## src/rtl/assert_macros.svh

```systemverilog
// Assertion macros of the SHA-1 engine RTL.
// No dependencies; included by the controller, which carries the checks.
`ifndef ASSERT_MACROS_SVH
`define ASSERT_MACROS_SVH
`ifndef ASSERT_OFF
// Check a property on every clock edge outside reset
`define ASSERT_CLK(lbl, clk, rstn, prop, msg) \
  lbl: assert property (@(posedge clk) disable iff (!rstn) (prop)) else $error(msg);
// Check that an antecedent implies a consequent in the following cycle
`define ASSERT_NEXT(lbl, clk, rstn, ante, cons, msg) \
  lbl: assert property (@(posedge clk) disable iff (!rstn) (ante) |=> (cons)) else $error(msg);
`else
`define ASSERT_CLK(lbl, clk, rstn, prop, msg)
`define ASSERT_NEXT(lbl, clk, rstn, ante, cons, msg)
`endif
`endif

```

## src/rtl/sha1he_pkg.sv

```systemverilog
// Shared types, constants and round functions of the SHA-1 engine.
// No dependencies; imported by the controller, datapath and top level.
package sha1he_pkg;

  typedef logic [31:0] word_t;

  localparam int unsigned NumRounds = 80;
  localparam int unsigned NumWords  = 5;
  localparam logic [6:0]  LastRound = 7'(NumRounds - 1);
  localparam logic [2:0]  LastWord  = 3'(NumWords - 1);
  localparam logic [5:0]  LastByte  = 6'd63;
  localparam logic [5:0]  LenStart  = 6'd56;
  localparam logic [7:0]  PadMark   = 8'h80;

  localparam word_t InitHash [NumWords] = '{
    32'h67452301, 32'hEFCDAB89, 32'h98BADCFE, 32'h10325476, 32'hC3D2E1F0
  };

  // Controller states
  typedef enum logic [2:0] {
    ST_IDLE,
    ST_PAD,
    ST_ROUND,
    ST_UPDATE,
    ST_OUT
  } state_e;

  // Source of the byte pushed into the block
  typedef enum logic [1:0] {
    BYTE_MSG,
    BYTE_MARK,
    BYTE_ZERO,
    BYTE_LEN
  } byte_sel_e;

  // Round group, twenty rounds each
  typedef enum logic [1:0] {
    PH_CH,
    PH_PAR1,
    PH_MAJ,
    PH_PAR2
  } phase_e;

  typedef struct packed {
    logic      push;
    byte_sel_e byte_sel;
    logic      count_bits;
    logic      round_en;
    phase_e    phase;
    logic      update;
    logic      reinit;
    logic [2:0] out_idx;
  } cmd_t;

  typedef struct packed {
    logic [5:0] fill;
  } status_t;

  function automatic word_t sha1_f(phase_e ph, word_t b, word_t c, word_t d);
    word_t r;
    case (ph)
      PH_CH:   r = (b & c) | (~b & d);
      PH_MAJ:  r = (b & c) | (b & d) | (c & d);
      default: r = b ^ c ^ d;
    endcase
    return r;
  endfunction

  function automatic word_t sha1_k(phase_e ph);
    word_t r;
    case (ph)
      PH_CH:   r = 32'h5A827999;
      PH_PAR1: r = 32'h6ED9EBA1;
      PH_MAJ:  r = 32'h8F1BBCDC;
      default: r = 32'hCA62C1D6;
    endcase
    return r;
  endfunction

endpackage

```

## src/rtl/sha1he_dp.sv

```systemverilog
// Datapath of the SHA-1 engine: block shift line, bit counter,
// working variables and chaining value. Depends on sha1he_pkg.
module sha1he_dp (
  input  logic                clk_i,
  input  logic                rst_ni,
  input  sha1he_pkg::cmd_t    cmd_i,
  input  logic [7:0]          byte_i,
  output sha1he_pkg::status_t status_o,
  output sha1he_pkg::word_t   digest_o
);
  import sha1he_pkg::*;

  word_t       w_q [16];
  word_t       w_d [16];
  word_t       chain_q [NumWords];
  word_t       chain_d [NumWords];
  word_t       a_q, b_q, c_q, d_q, e_q;
  word_t       a_d, b_d, c_d, d_d, e_d;
  logic [5:0]  fill_q, fill_d;
  logic [63:0] bits_q, bits_d;
  logic [7:0]  push_byte;
  logic [63:0] len_shift;
  word_t       sched;
  word_t       temp;

  // Pick the byte for the block
  assign len_shift = bits_q >> {~fill_q[2:0], 3'b000};
  always_comb begin
    case (cmd_i.byte_sel)
      BYTE_MSG:  push_byte = byte_i;
      BYTE_MARK: push_byte = PadMark;
      BYTE_LEN:  push_byte = len_shift[7:0];
      default:   push_byte = 8'h00;
    endcase
  end

  // Message schedule and round sum
  assign sched = {w_q[13][30:0] ^ w_q[8][30:0] ^ w_q[2][30:0] ^ w_q[0][30:0],
                  w_q[13][31] ^ w_q[8][31] ^ w_q[2][31] ^ w_q[0][31]};
  assign temp  = {a_q[26:0], a_q[31:27]} + sha1_f(cmd_i.phase, b_q, c_q, d_q)
               + e_q + sha1_k(cmd_i.phase) + w_q[0];

  // Shift line: bytes enter at the bottom, rounds move whole words
  always_comb begin
    for (int i = 0; i < 16; i++) w_d[i] = w_q[i];
    if (cmd_i.push) begin
      for (int i = 0; i < 15; i++) w_d[i] = {w_q[i][23:0], w_q[i + 1][31:24]};
      w_d[15] = {w_q[15][23:0], push_byte};
    end else if (cmd_i.round_en) begin
      for (int i = 0; i < 15; i++) w_d[i] = w_q[i + 1];
      w_d[15] = sched;
    end
  end

  // Working variables: load at block completion, advance each round
  always_comb begin
    a_d = a_q; b_d = b_q; c_d = c_q; d_d = d_q; e_d = e_q;
    if (cmd_i.push && fill_q == LastByte) begin
      a_d = chain_q[0]; b_d = chain_q[1]; c_d = chain_q[2];
      d_d = chain_q[3]; e_d = chain_q[4];
    end else if (cmd_i.round_en) begin
      a_d = temp;
      b_d = a_q;
      c_d = {b_q[1:0], b_q[31:2]};
      d_d = c_q;
      e_d = d_q;
    end
  end

  // Chaining value, fill level and bit count
  always_comb begin
    for (int i = 0; i < NumWords; i++) chain_d[i] = chain_q[i];
    fill_d = fill_q;
    bits_d = bits_q;
    if (cmd_i.push)       fill_d = fill_q + 6'd1;
    if (cmd_i.count_bits) bits_d = bits_q + 64'd8;
    if (cmd_i.update) begin
      chain_d[0] = chain_q[0] + a_q;
      chain_d[1] = chain_q[1] + b_q;
      chain_d[2] = chain_q[2] + c_q;
      chain_d[3] = chain_q[3] + d_q;
      chain_d[4] = chain_q[4] + e_q;
    end
    if (cmd_i.reinit) begin
      for (int i = 0; i < NumWords; i++) chain_d[i] = InitHash[i];
      fill_d = '0;
      bits_d = '0;
    end
  end

  always_ff @(posedge clk_i or negedge rst_ni) begin
    if (!rst_ni) begin
      for (int i = 0; i < NumWords; i++) chain_q[i] <= InitHash[i];
      fill_q <= '0;
      bits_q <= '0;
    end else begin
      for (int i = 0; i < NumWords; i++) chain_q[i] <= chain_d[i];
      fill_q <= fill_d;
      bits_q <= bits_d;
    end
  end

  // Payload registers, no reset
  always_ff @(posedge clk_i) begin
    for (int i = 0; i < 16; i++) w_q[i] <= w_d[i];
    a_q <= a_d; b_q <= b_d; c_q <= c_d; d_q <= d_d; e_q <= e_d;
  end

  assign status_o.fill = fill_q;
  assign digest_o      = (cmd_i.out_idx < 3'(NumWords)) ? chain_q[cmd_i.out_idx] : chain_q[0];

endmodule

```

## src/rtl/sha1he_ctrl.sv

```systemverilog
// Controller of the SHA-1 engine: request handshakes, padding sequence,
// round count and digest output. Depends on sha1he_pkg, assert_macros.svh.
module sha1he_ctrl (
  input  logic                clk_i,
  input  logic                rst_ni,
  input  logic                in_valid_i,
  input  logic                in_kind_i,
  output logic                in_ready_o,
  output logic                out_valid_o,
  input  logic                out_ready_i,
  output logic [2:0]          out_index_o,
  output logic                out_last_o,
  input  sha1he_pkg::status_t status_i,
  output sha1he_pkg::cmd_t    cmd_o
);
  import sha1he_pkg::*;

  `include "assert_macros.svh"

  state_e     state_q, state_d;
  logic [6:0] round_q, round_d;
  logic [2:0] idx_q, idx_d;
  logic       pad_q, pad_d;
  logic       first_q, first_d;
  logic       len_q, len_d;
  logic       final_q, final_d;
  logic       block_end;
  logic       out_done;

  assign block_end = status_i.fill == LastByte;
  assign out_done  = state_q == ST_OUT && out_ready_i && idx_q == LastWord;

  // Next state
  always_comb begin
    state_d = state_q;
    case (state_q)
      ST_IDLE: begin
        if (in_valid_i) begin
          if (in_kind_i)      state_d = ST_PAD;
          else if (block_end) state_d = ST_ROUND;
        end
      end
      ST_PAD: begin
        if (block_end) state_d = ST_ROUND;
      end
      ST_ROUND: begin
        if (round_q == LastRound) state_d = ST_UPDATE;
      end
      ST_UPDATE: begin
        if (final_q)    state_d = ST_OUT;
        else if (pad_q) state_d = ST_PAD;
        else            state_d = ST_IDLE;
      end
      ST_OUT: begin
        if (out_done) state_d = ST_IDLE;
      end
      default: state_d = ST_IDLE;
    endcase
  end

  // Outputs and commands
  always_comb begin
    cmd_o            = '0;
    cmd_o.byte_sel   = BYTE_MSG;
    cmd_o.out_idx    = idx_q;
    in_ready_o       = state_q == ST_IDLE;
    out_valid_o      = state_q == ST_OUT;
    out_index_o      = idx_q;
    out_last_o       = idx_q == LastWord;
    if (round_q < 7'd20)      cmd_o.phase = PH_CH;
    else if (round_q < 7'd40) cmd_o.phase = PH_PAR1;
    else if (round_q < 7'd60) cmd_o.phase = PH_MAJ;
    else                      cmd_o.phase = PH_PAR2;
    case (state_q)
      ST_IDLE: begin
        cmd_o.push       = in_valid_i && !in_kind_i;
        cmd_o.count_bits = in_valid_i && !in_kind_i;
      end
      ST_PAD: begin
        cmd_o.push = 1'b1;
        if (first_q)                             cmd_o.byte_sel = BYTE_MARK;
        else if (len_q && status_i.fill >= LenStart) cmd_o.byte_sel = BYTE_LEN;
        else                                     cmd_o.byte_sel = BYTE_ZERO;
      end
      ST_ROUND:  cmd_o.round_en = 1'b1;
      ST_UPDATE: cmd_o.update   = 1'b1;
      ST_OUT:    cmd_o.reinit   = out_done;
      default:   cmd_o.push     = 1'b0;
    endcase
  end

  // Counters and padding flags
  always_comb begin
    round_d = round_q;
    idx_d   = idx_q;
    pad_d   = pad_q;
    first_d = first_q;
    len_d   = len_q;
    final_d = final_q;
    if (state_q == ST_ROUND) round_d = (round_q == LastRound) ? '0 : round_q + 7'd1;
    if (state_q == ST_OUT && out_ready_i) idx_d = out_done ? '0 : idx_q + 3'd1;
    if (state_q == ST_IDLE && in_valid_i && in_kind_i) begin
      pad_d   = 1'b1;
      first_d = 1'b1;
      len_d   = status_i.fill < LenStart;
    end
    if (state_q == ST_PAD) begin
      first_d = 1'b0;
      if (block_end) begin
        if (len_q) final_d = 1'b1;
        else       len_d   = 1'b1;
      end
    end
    if (out_done) begin
      pad_d   = 1'b0;
      len_d   = 1'b0;
      final_d = 1'b0;
    end
  end

  always_ff @(posedge clk_i or negedge rst_ni) begin
    if (!rst_ni) begin
      state_q <= ST_IDLE;
      round_q <= '0;
      idx_q   <= '0;
      pad_q   <= 1'b0;
      first_q <= 1'b0;
      len_q   <= 1'b0;
      final_q <= 1'b0;
    end else begin
      state_q <= state_d;
      round_q <= round_d;
      idx_q   <= idx_d;
      pad_q   <= pad_d;
      first_q <= first_d;
      len_q   <= len_d;
      final_q <= final_d;
    end
  end

  `ASSERT_CLK(a_no_overlap, clk_i, rst_ni, !(in_ready_o && out_valid_o), "ready while digest pending")
  `ASSERT_CLK(a_round_range, clk_i, rst_ni, round_q <= LastRound, "round count out of range")
  `ASSERT_CLK(a_idx_range, clk_i, rst_ni, idx_q <= LastWord, "word index out of range")
  `ASSERT_NEXT(a_update_next, clk_i, rst_ni, state_q == ST_UPDATE, state_q != ST_ROUND, "rounds restarted without a block")
  `ASSERT_CLK(a_out_final, clk_i, rst_ni, (state_q != ST_OUT) || final_q, "digest sent before final block")

endmodule

```

## src/rtl/sha1_hash_engine.sv

```systemverilog
// SHA-1 engine, one message byte per request, digest as five words.
// Bytes go in one per cycle while idle; each 64th byte then starts the 80
// rounds on the single round unit and the chaining-value update, during which
// input is refused. A finish request is accepted, then one padding byte per
// cycle goes in up to the end of each padded block (one or two),
// each followed by the rounds and the update; then the five digest words are
// offered on the output, one per accepted request. Input is refused while
// the digest is pending. No clearing pass is needed after reset.
module sha1_hash_engine (
  input  logic        clk_i,
  input  logic        rst_ni,
  input  logic        s_axis_tvalid,
  output logic        s_axis_tready,
  input  logic [7:0]  s_axis_tdata,   // [7:0] data_byte
  input  logic        s_axis_tuser,   // [0] kind: 0 byte, 1 finish
  output logic        m_axis_tvalid,
  input  logic        m_axis_tready,
  output logic [31:0] m_axis_tdata,   // [31:0] digest_word
  output logic [2:0]  m_axis_tuser,   // [2:0] word_index
  output logic        m_axis_tlast    // last_word
);
  import sha1he_pkg::*;

  cmd_t    cmd;
  status_t status;

  // Sequence the requests
  sha1he_ctrl u_ctrl (
    .clk_i       (clk_i),
    .rst_ni      (rst_ni),
    .in_valid_i  (s_axis_tvalid),
    .in_kind_i   (s_axis_tuser),
    .in_ready_o  (s_axis_tready),
    .out_valid_o (m_axis_tvalid),
    .out_ready_i (m_axis_tready),
    .out_index_o (m_axis_tuser),
    .out_last_o  (m_axis_tlast),
    .status_i    (status),
    .cmd_o       (cmd)
  );

  // Hold block, counters and hash state
  sha1he_dp u_dp (
    .clk_i    (clk_i),
    .rst_ni   (rst_ni),
    .cmd_i    (cmd),
    .byte_i   (s_axis_tdata),
    .status_o (status),
    .digest_o (m_axis_tdata)
  );

endmodule
```

## config.mk

```make
export PLATFORM = sky130hd
export DESIGN_NAME = sha1_hash_engine
export DESIGN_NICKNAME = d
export VERILOG_FILES = /design/src/rtl/sha1he_pkg.sv /design/src/rtl/sha1he_dp.sv /design/src/rtl/sha1he_ctrl.sv /design/src/rtl/sha1_hash_engine.sv
export VERILOG_INCLUDE_DIRS = /design/src /design/src/rtl
export SDC_FILE = /design/constraint.sdc
export NUM_CORES = 2
export LEC_CHECK = 0
export ABC_AREA = 1
export BUFFER_PORTS_ARGS = -buffer_cell sky130_fd_sc_hd__buf_2
export CAP_MARGIN = 20
export CORE_ASPECT_RATIO = 0.8
export CORE_MARGIN = 2
export CORE_UTILIZATION = 36
export DETAILED_ROUTE_END_ITERATION = 7
export GPL_TIMING_DRIVEN = 0
export HOLD_SLACK_MARGIN = 0.12
export MAX_ROUTING_LAYER = met4
export SLEW_MARGIN = 10
export SYNTH_ARGS = -nofsm -noshare
export SYNTH_HDL_FRONTEND = slang
export SYNTH_SLANG_ARGS = --single-unit
```

## constraint.sdc

```tcl
create_clock -name clk_i -period 30.3 [get_ports clk_i]
set_input_delay 3.03 -clock clk_i [delete_from_list [all_inputs] [get_ports clk_i]]
set_output_delay 3.03 -clock clk_i [all_outputs]
set_load 0.1 [all_outputs]
```

==> key figures <==
Run status
  • Run status: finished, final reports clean

Detailed routing
  • WL/cell: between 20 and 30 um
  • ANT nets after route: 0
  • Pre-Repair DR Iteration Count: 8
  • DRC: 0
  • Total number of vias: 55530
  • Via density: 5.497
  • WL final: between 200 and 300 mm
  • 1st-iter DRT viols: 7741

Flow run
  • Max Cap Viol: 0

STA
  • Final Skew: slightly below 0.06 ns
  • Final Hold Viols: 0
  • Peak Freq: around 0.13 GHz
  • RSZ-0062 raised after global routing: no
  • Worst-Margin Slew: about 1.3 ns
  • Fin Setup TNS: 0 ns
  • Slew margin rel.: between 10% and 20%
  • Final setup fails: 0
  • Min cycle time layout: 7.428 ns
  • Final Cycle Share: 24.51%
  • Post-route setup slack: about 23 ns
  • Slew Limit Fails: 0

Place
  • Dpl cell area: about 0.063 mm^2
  • I/O Buffers: 50
  • DP Worst Slack: roughly 23 ns
  • RD Place Congestion: ~1.1
  • HPWL Detailed: roughly 210 mm
  • Placed Cells: approximately 9900

Setup path
  • Worst setup SP type: flip-flop
  • Most frequent cell on the critical path: nand2_1
  • Slowest cell on the critical path: clkbuf_1
  • Reg-to-Reg Start: u_ctrl.round_q[4]
  • Crit-path max FO: 10
  • Critical Path Max Stage Delay: between 0.8 and 0.9 ns
  • CP endpoint kind: flip-flop
  • WS Path Type: reg -> reg
  • Reg-to-reg critical path endpoint: u_dp.a_q[29]
  • Arrival time at the worst endpoint: a little under 8 ns
  • Worst reg-to-reg path cell count: 28
  • Crit path required time: ~30 ns
  • R2R setup slack: ~23 ns

Logic synthesis
  • Syn_area_per_cell: 7.750 um^2
  • Synth Net Count: 8013
  • Yosys synthesis warning count: 0
  • Post-synth ARST share: around a quarter
  • Distinct cells, synth: 49
  • Seq/Total Area, Yosys: between 40% and 50%
  • Main synth FF type: edfxtp_1
  • Seq cells post-synth: 916
  • Cell Area, Synth: a little under 0.06 mm^2
  • Synth Instances: roughly 7700
  • Number of enable flip-flop cells after synthesis: ~670

Global routing
  • Initial antenna violation count: 23
  • Vias in the first global route: between 50000 and 60000
  • First-pass GRT wire length: roughly 370 mm
  • Largest net degree at the start of global routing: between 80 and 90
  • Gr usage total: 31.44%
  • Overflow left after global routing: 0

Clock network
  • Setup Fix Bufs, Post-CTS: 0
  • Hold-fix buffers at CTS: 0
  • Num Clock Sinks: slightly above 900
  • TritonCTS clock tree: built
  • Root Buffer: clkbuf_16
  • H-tree Lvls: 3
  • Clk_lat worst skew: between 0.7 and 0.8 ns
  • Clock-pin slew on the worst setup and hold paths: about 0.070 ns
  • CTS resizes: 0
  • Num CTS Buffers: 99
  • Clock Path Buffers: 3

Die
  • Ports: 51
  • Core ar.: 0.1642 mm^2
  • Die width: 458.4 um
  • Core Rows: approximately 130
  • Initial Util: between 30% and 40%
  • Die ar.: ~0.17 mm^2
  • Die height: 367.5 um

Power
  • PwrDens: approximately 130 mW/mm^2
  • Maximum VDD drop: ~100 uV
  • Leakage: roughly 31 nW

Layout
  • Design area: ~0.066 mm^2
  • Fill cell count: 17010
  • Commonest non-fill, non-tap cell in the layout: nand2_1
  • Final Non-Filler Cells: 10100
  • Layout cells sized above 1: between 6 and 7%
  • Area growth from synthesis to layout: 11.41%
  • Most frequent cells in the layout: nand2_1 (3014), inv_1 (914), edfxtp_1 (672)
  • Final nets: between 8000 and 9000

Min path
  • Hold Crit Class: reg -> reg
  • Worst hold path cell count: 2
  • HP Start: u_dp.w_q[14][11]
  • Hold Path End: u_dp.w_q[14][19]
[synth_stat cells (3+ instances only)]
cell type	instances	area [um^2]
a21o_1	4	30.03
a21oi_1	329	1647
a22oi_1	36	270.3
a31oi_1	4	25.02
and2_1	13	81.33
buf_1	8	30.03
buf_2	128	640.6
buf_4	19	142.6
buf_6	3	33.78
clkbuf_1	98	367.9
clkinv_1	4	15.01
dfrtp_1	164	4104
dfstp_2	80	2102
edfxtp_1	672	20180
fa_1	125	2502
ha_1	203	2540
inv_1	914	3431
inv_2	9	33.78
mux2_2	17	191.4
nand2_1	3016	11320
nand2_4	3	33.78
nand3_1	374	1872
nand3b_1	24	180.2
nand4_1	77	481.7
nor2_1	410	1539
nor3_1	68	340.3
nor3_2	6	60.06
nor3b_1	3	22.52
nor4_1	11	68.82
o211ai_1	11	82.58
o21ai_0	497	2487
o21ai_1	63	315.3
o21bai_1	26	195.2
o22ai_1	50	312.8
o31ai_2	5	62.56
or2_2	8	50.05
xnor2_1	100	875.8
xor2_1	75	656.9
[layout make-up]
class                      instances  area [um^2]  share of cell area [%]
multi-input combinational       5573        28390                   42.86
sequential                       916        26390                   39.83
inverter                         927         3480                   5.253
tap                             2160         2703                   4.080
clock buffer                     115         2589                   3.908
buffer                           256         1220                   1.842
timing repair buffer              81        787.0                   1.188
clock inverter                    68        673.1                   1.016
antenna                            6        15.01                 0.02267
[flip-flops by register name, indices dropped and copies added (netlist names)]
signal              flops
u_ctrl.final_q          1
u_ctrl.first_q          1
u_ctrl.len_q            1
u_ctrl.out_index_o      3
u_ctrl.pad_q            1
u_ctrl.round_q          7
u_ctrl.state_q          3
u_dp.a_q               32
u_dp.b_q               32
u_dp.bits_q            61
u_dp.c_q               32
u_dp.chain_q          160
u_dp.d_q               32
u_dp.e_q               32
u_dp.status_o           6
u_dp.w_q              512
[layer usage]
metal  global-route usage (%)  share of wire (%)
met4                    7.851                2.8
met2                    40.52                 38
met3                    8.597                 12
met5                        -                  0
met1                    47.54                 47
[logic make-up (layout without fill, tap and decap cells)]
family	after synthesis	count (layout)	share of synthesized area [%]
adders and majority gates	328	328	8.480
xor gates and xnor gates	175	175	2.578
buffers and inverters	1183	1447	7.895
and+or+nand+nor	4022	4022	27.13
muxes	17	17	0.3220
other	0	6	0
AOI/OAI and AO/OA	1031	1031	9.219
DFF	916	916	44.38
[per-stage QoR]
| stage | hold slack [ns] | utilization [%] | power, W |
|---|---|---|---|
| floorplan | 0.4551 | - | 0.005820 |
| global placement | 0.4802 | 38.00 | 0.007670 |
| detailed placement | 0.4892 | 38.32 | 0.007394 |
| CTS | 0.4983 | 40.30 | 0.008680 |
| global route | 0.5227 | 40.33 | 0.009356 |
| finish | 0.4995 | 40.33 | 0.008818 |
[worst max-delay path by stage]
stage                       from              end  slack [ns]  depth (start not counted)
6_report       u_ctrl.round_q[4]     u_dp.a_q[29]       22.87                         28
5_1_grt        u_ctrl.round_q[4]     u_dp.a_q[29]       22.51                         28
4_1_cts        u_ctrl.round_q[4]     u_dp.a_q[29]       23.05                         28
3_5_place_dp   u_ctrl.round_q[4]     u_dp.a_q[29]       23.12                         28
3_3_place_gp        s_axis_tuser  u_dp.w_q[5][20]        8.10                          9
2_1_floorplan       s_axis_tuser   u_dp.w_q[0][0]       14.52                          8
[critical path, delay by kind of cell (launching register included)]
| kind | cells | cell delay (ns) |
|---|---|---|
| adder cells (fa/ha/maj) | 6 | 2.61 |
| buffers and inverters | 7 | 1.67 |
| AND/OR/NAND/NOR | 12 | 1.62 |
| AO/OA/AOI/OAI | 3 | 0.90 |
| flip-flops | 1 | 0.36 |
[power breakdown]
group          switching (W)  total [W]  internal (W)  leakage, nW
combinational        0.00335    0.00469       0.00135         20.4
sequential          0.000618    0.00286       0.00225         9.25
clock               0.000581    0.00126      0.000678         1.55
Note: power is estimated with default switching activity, not from simulation.
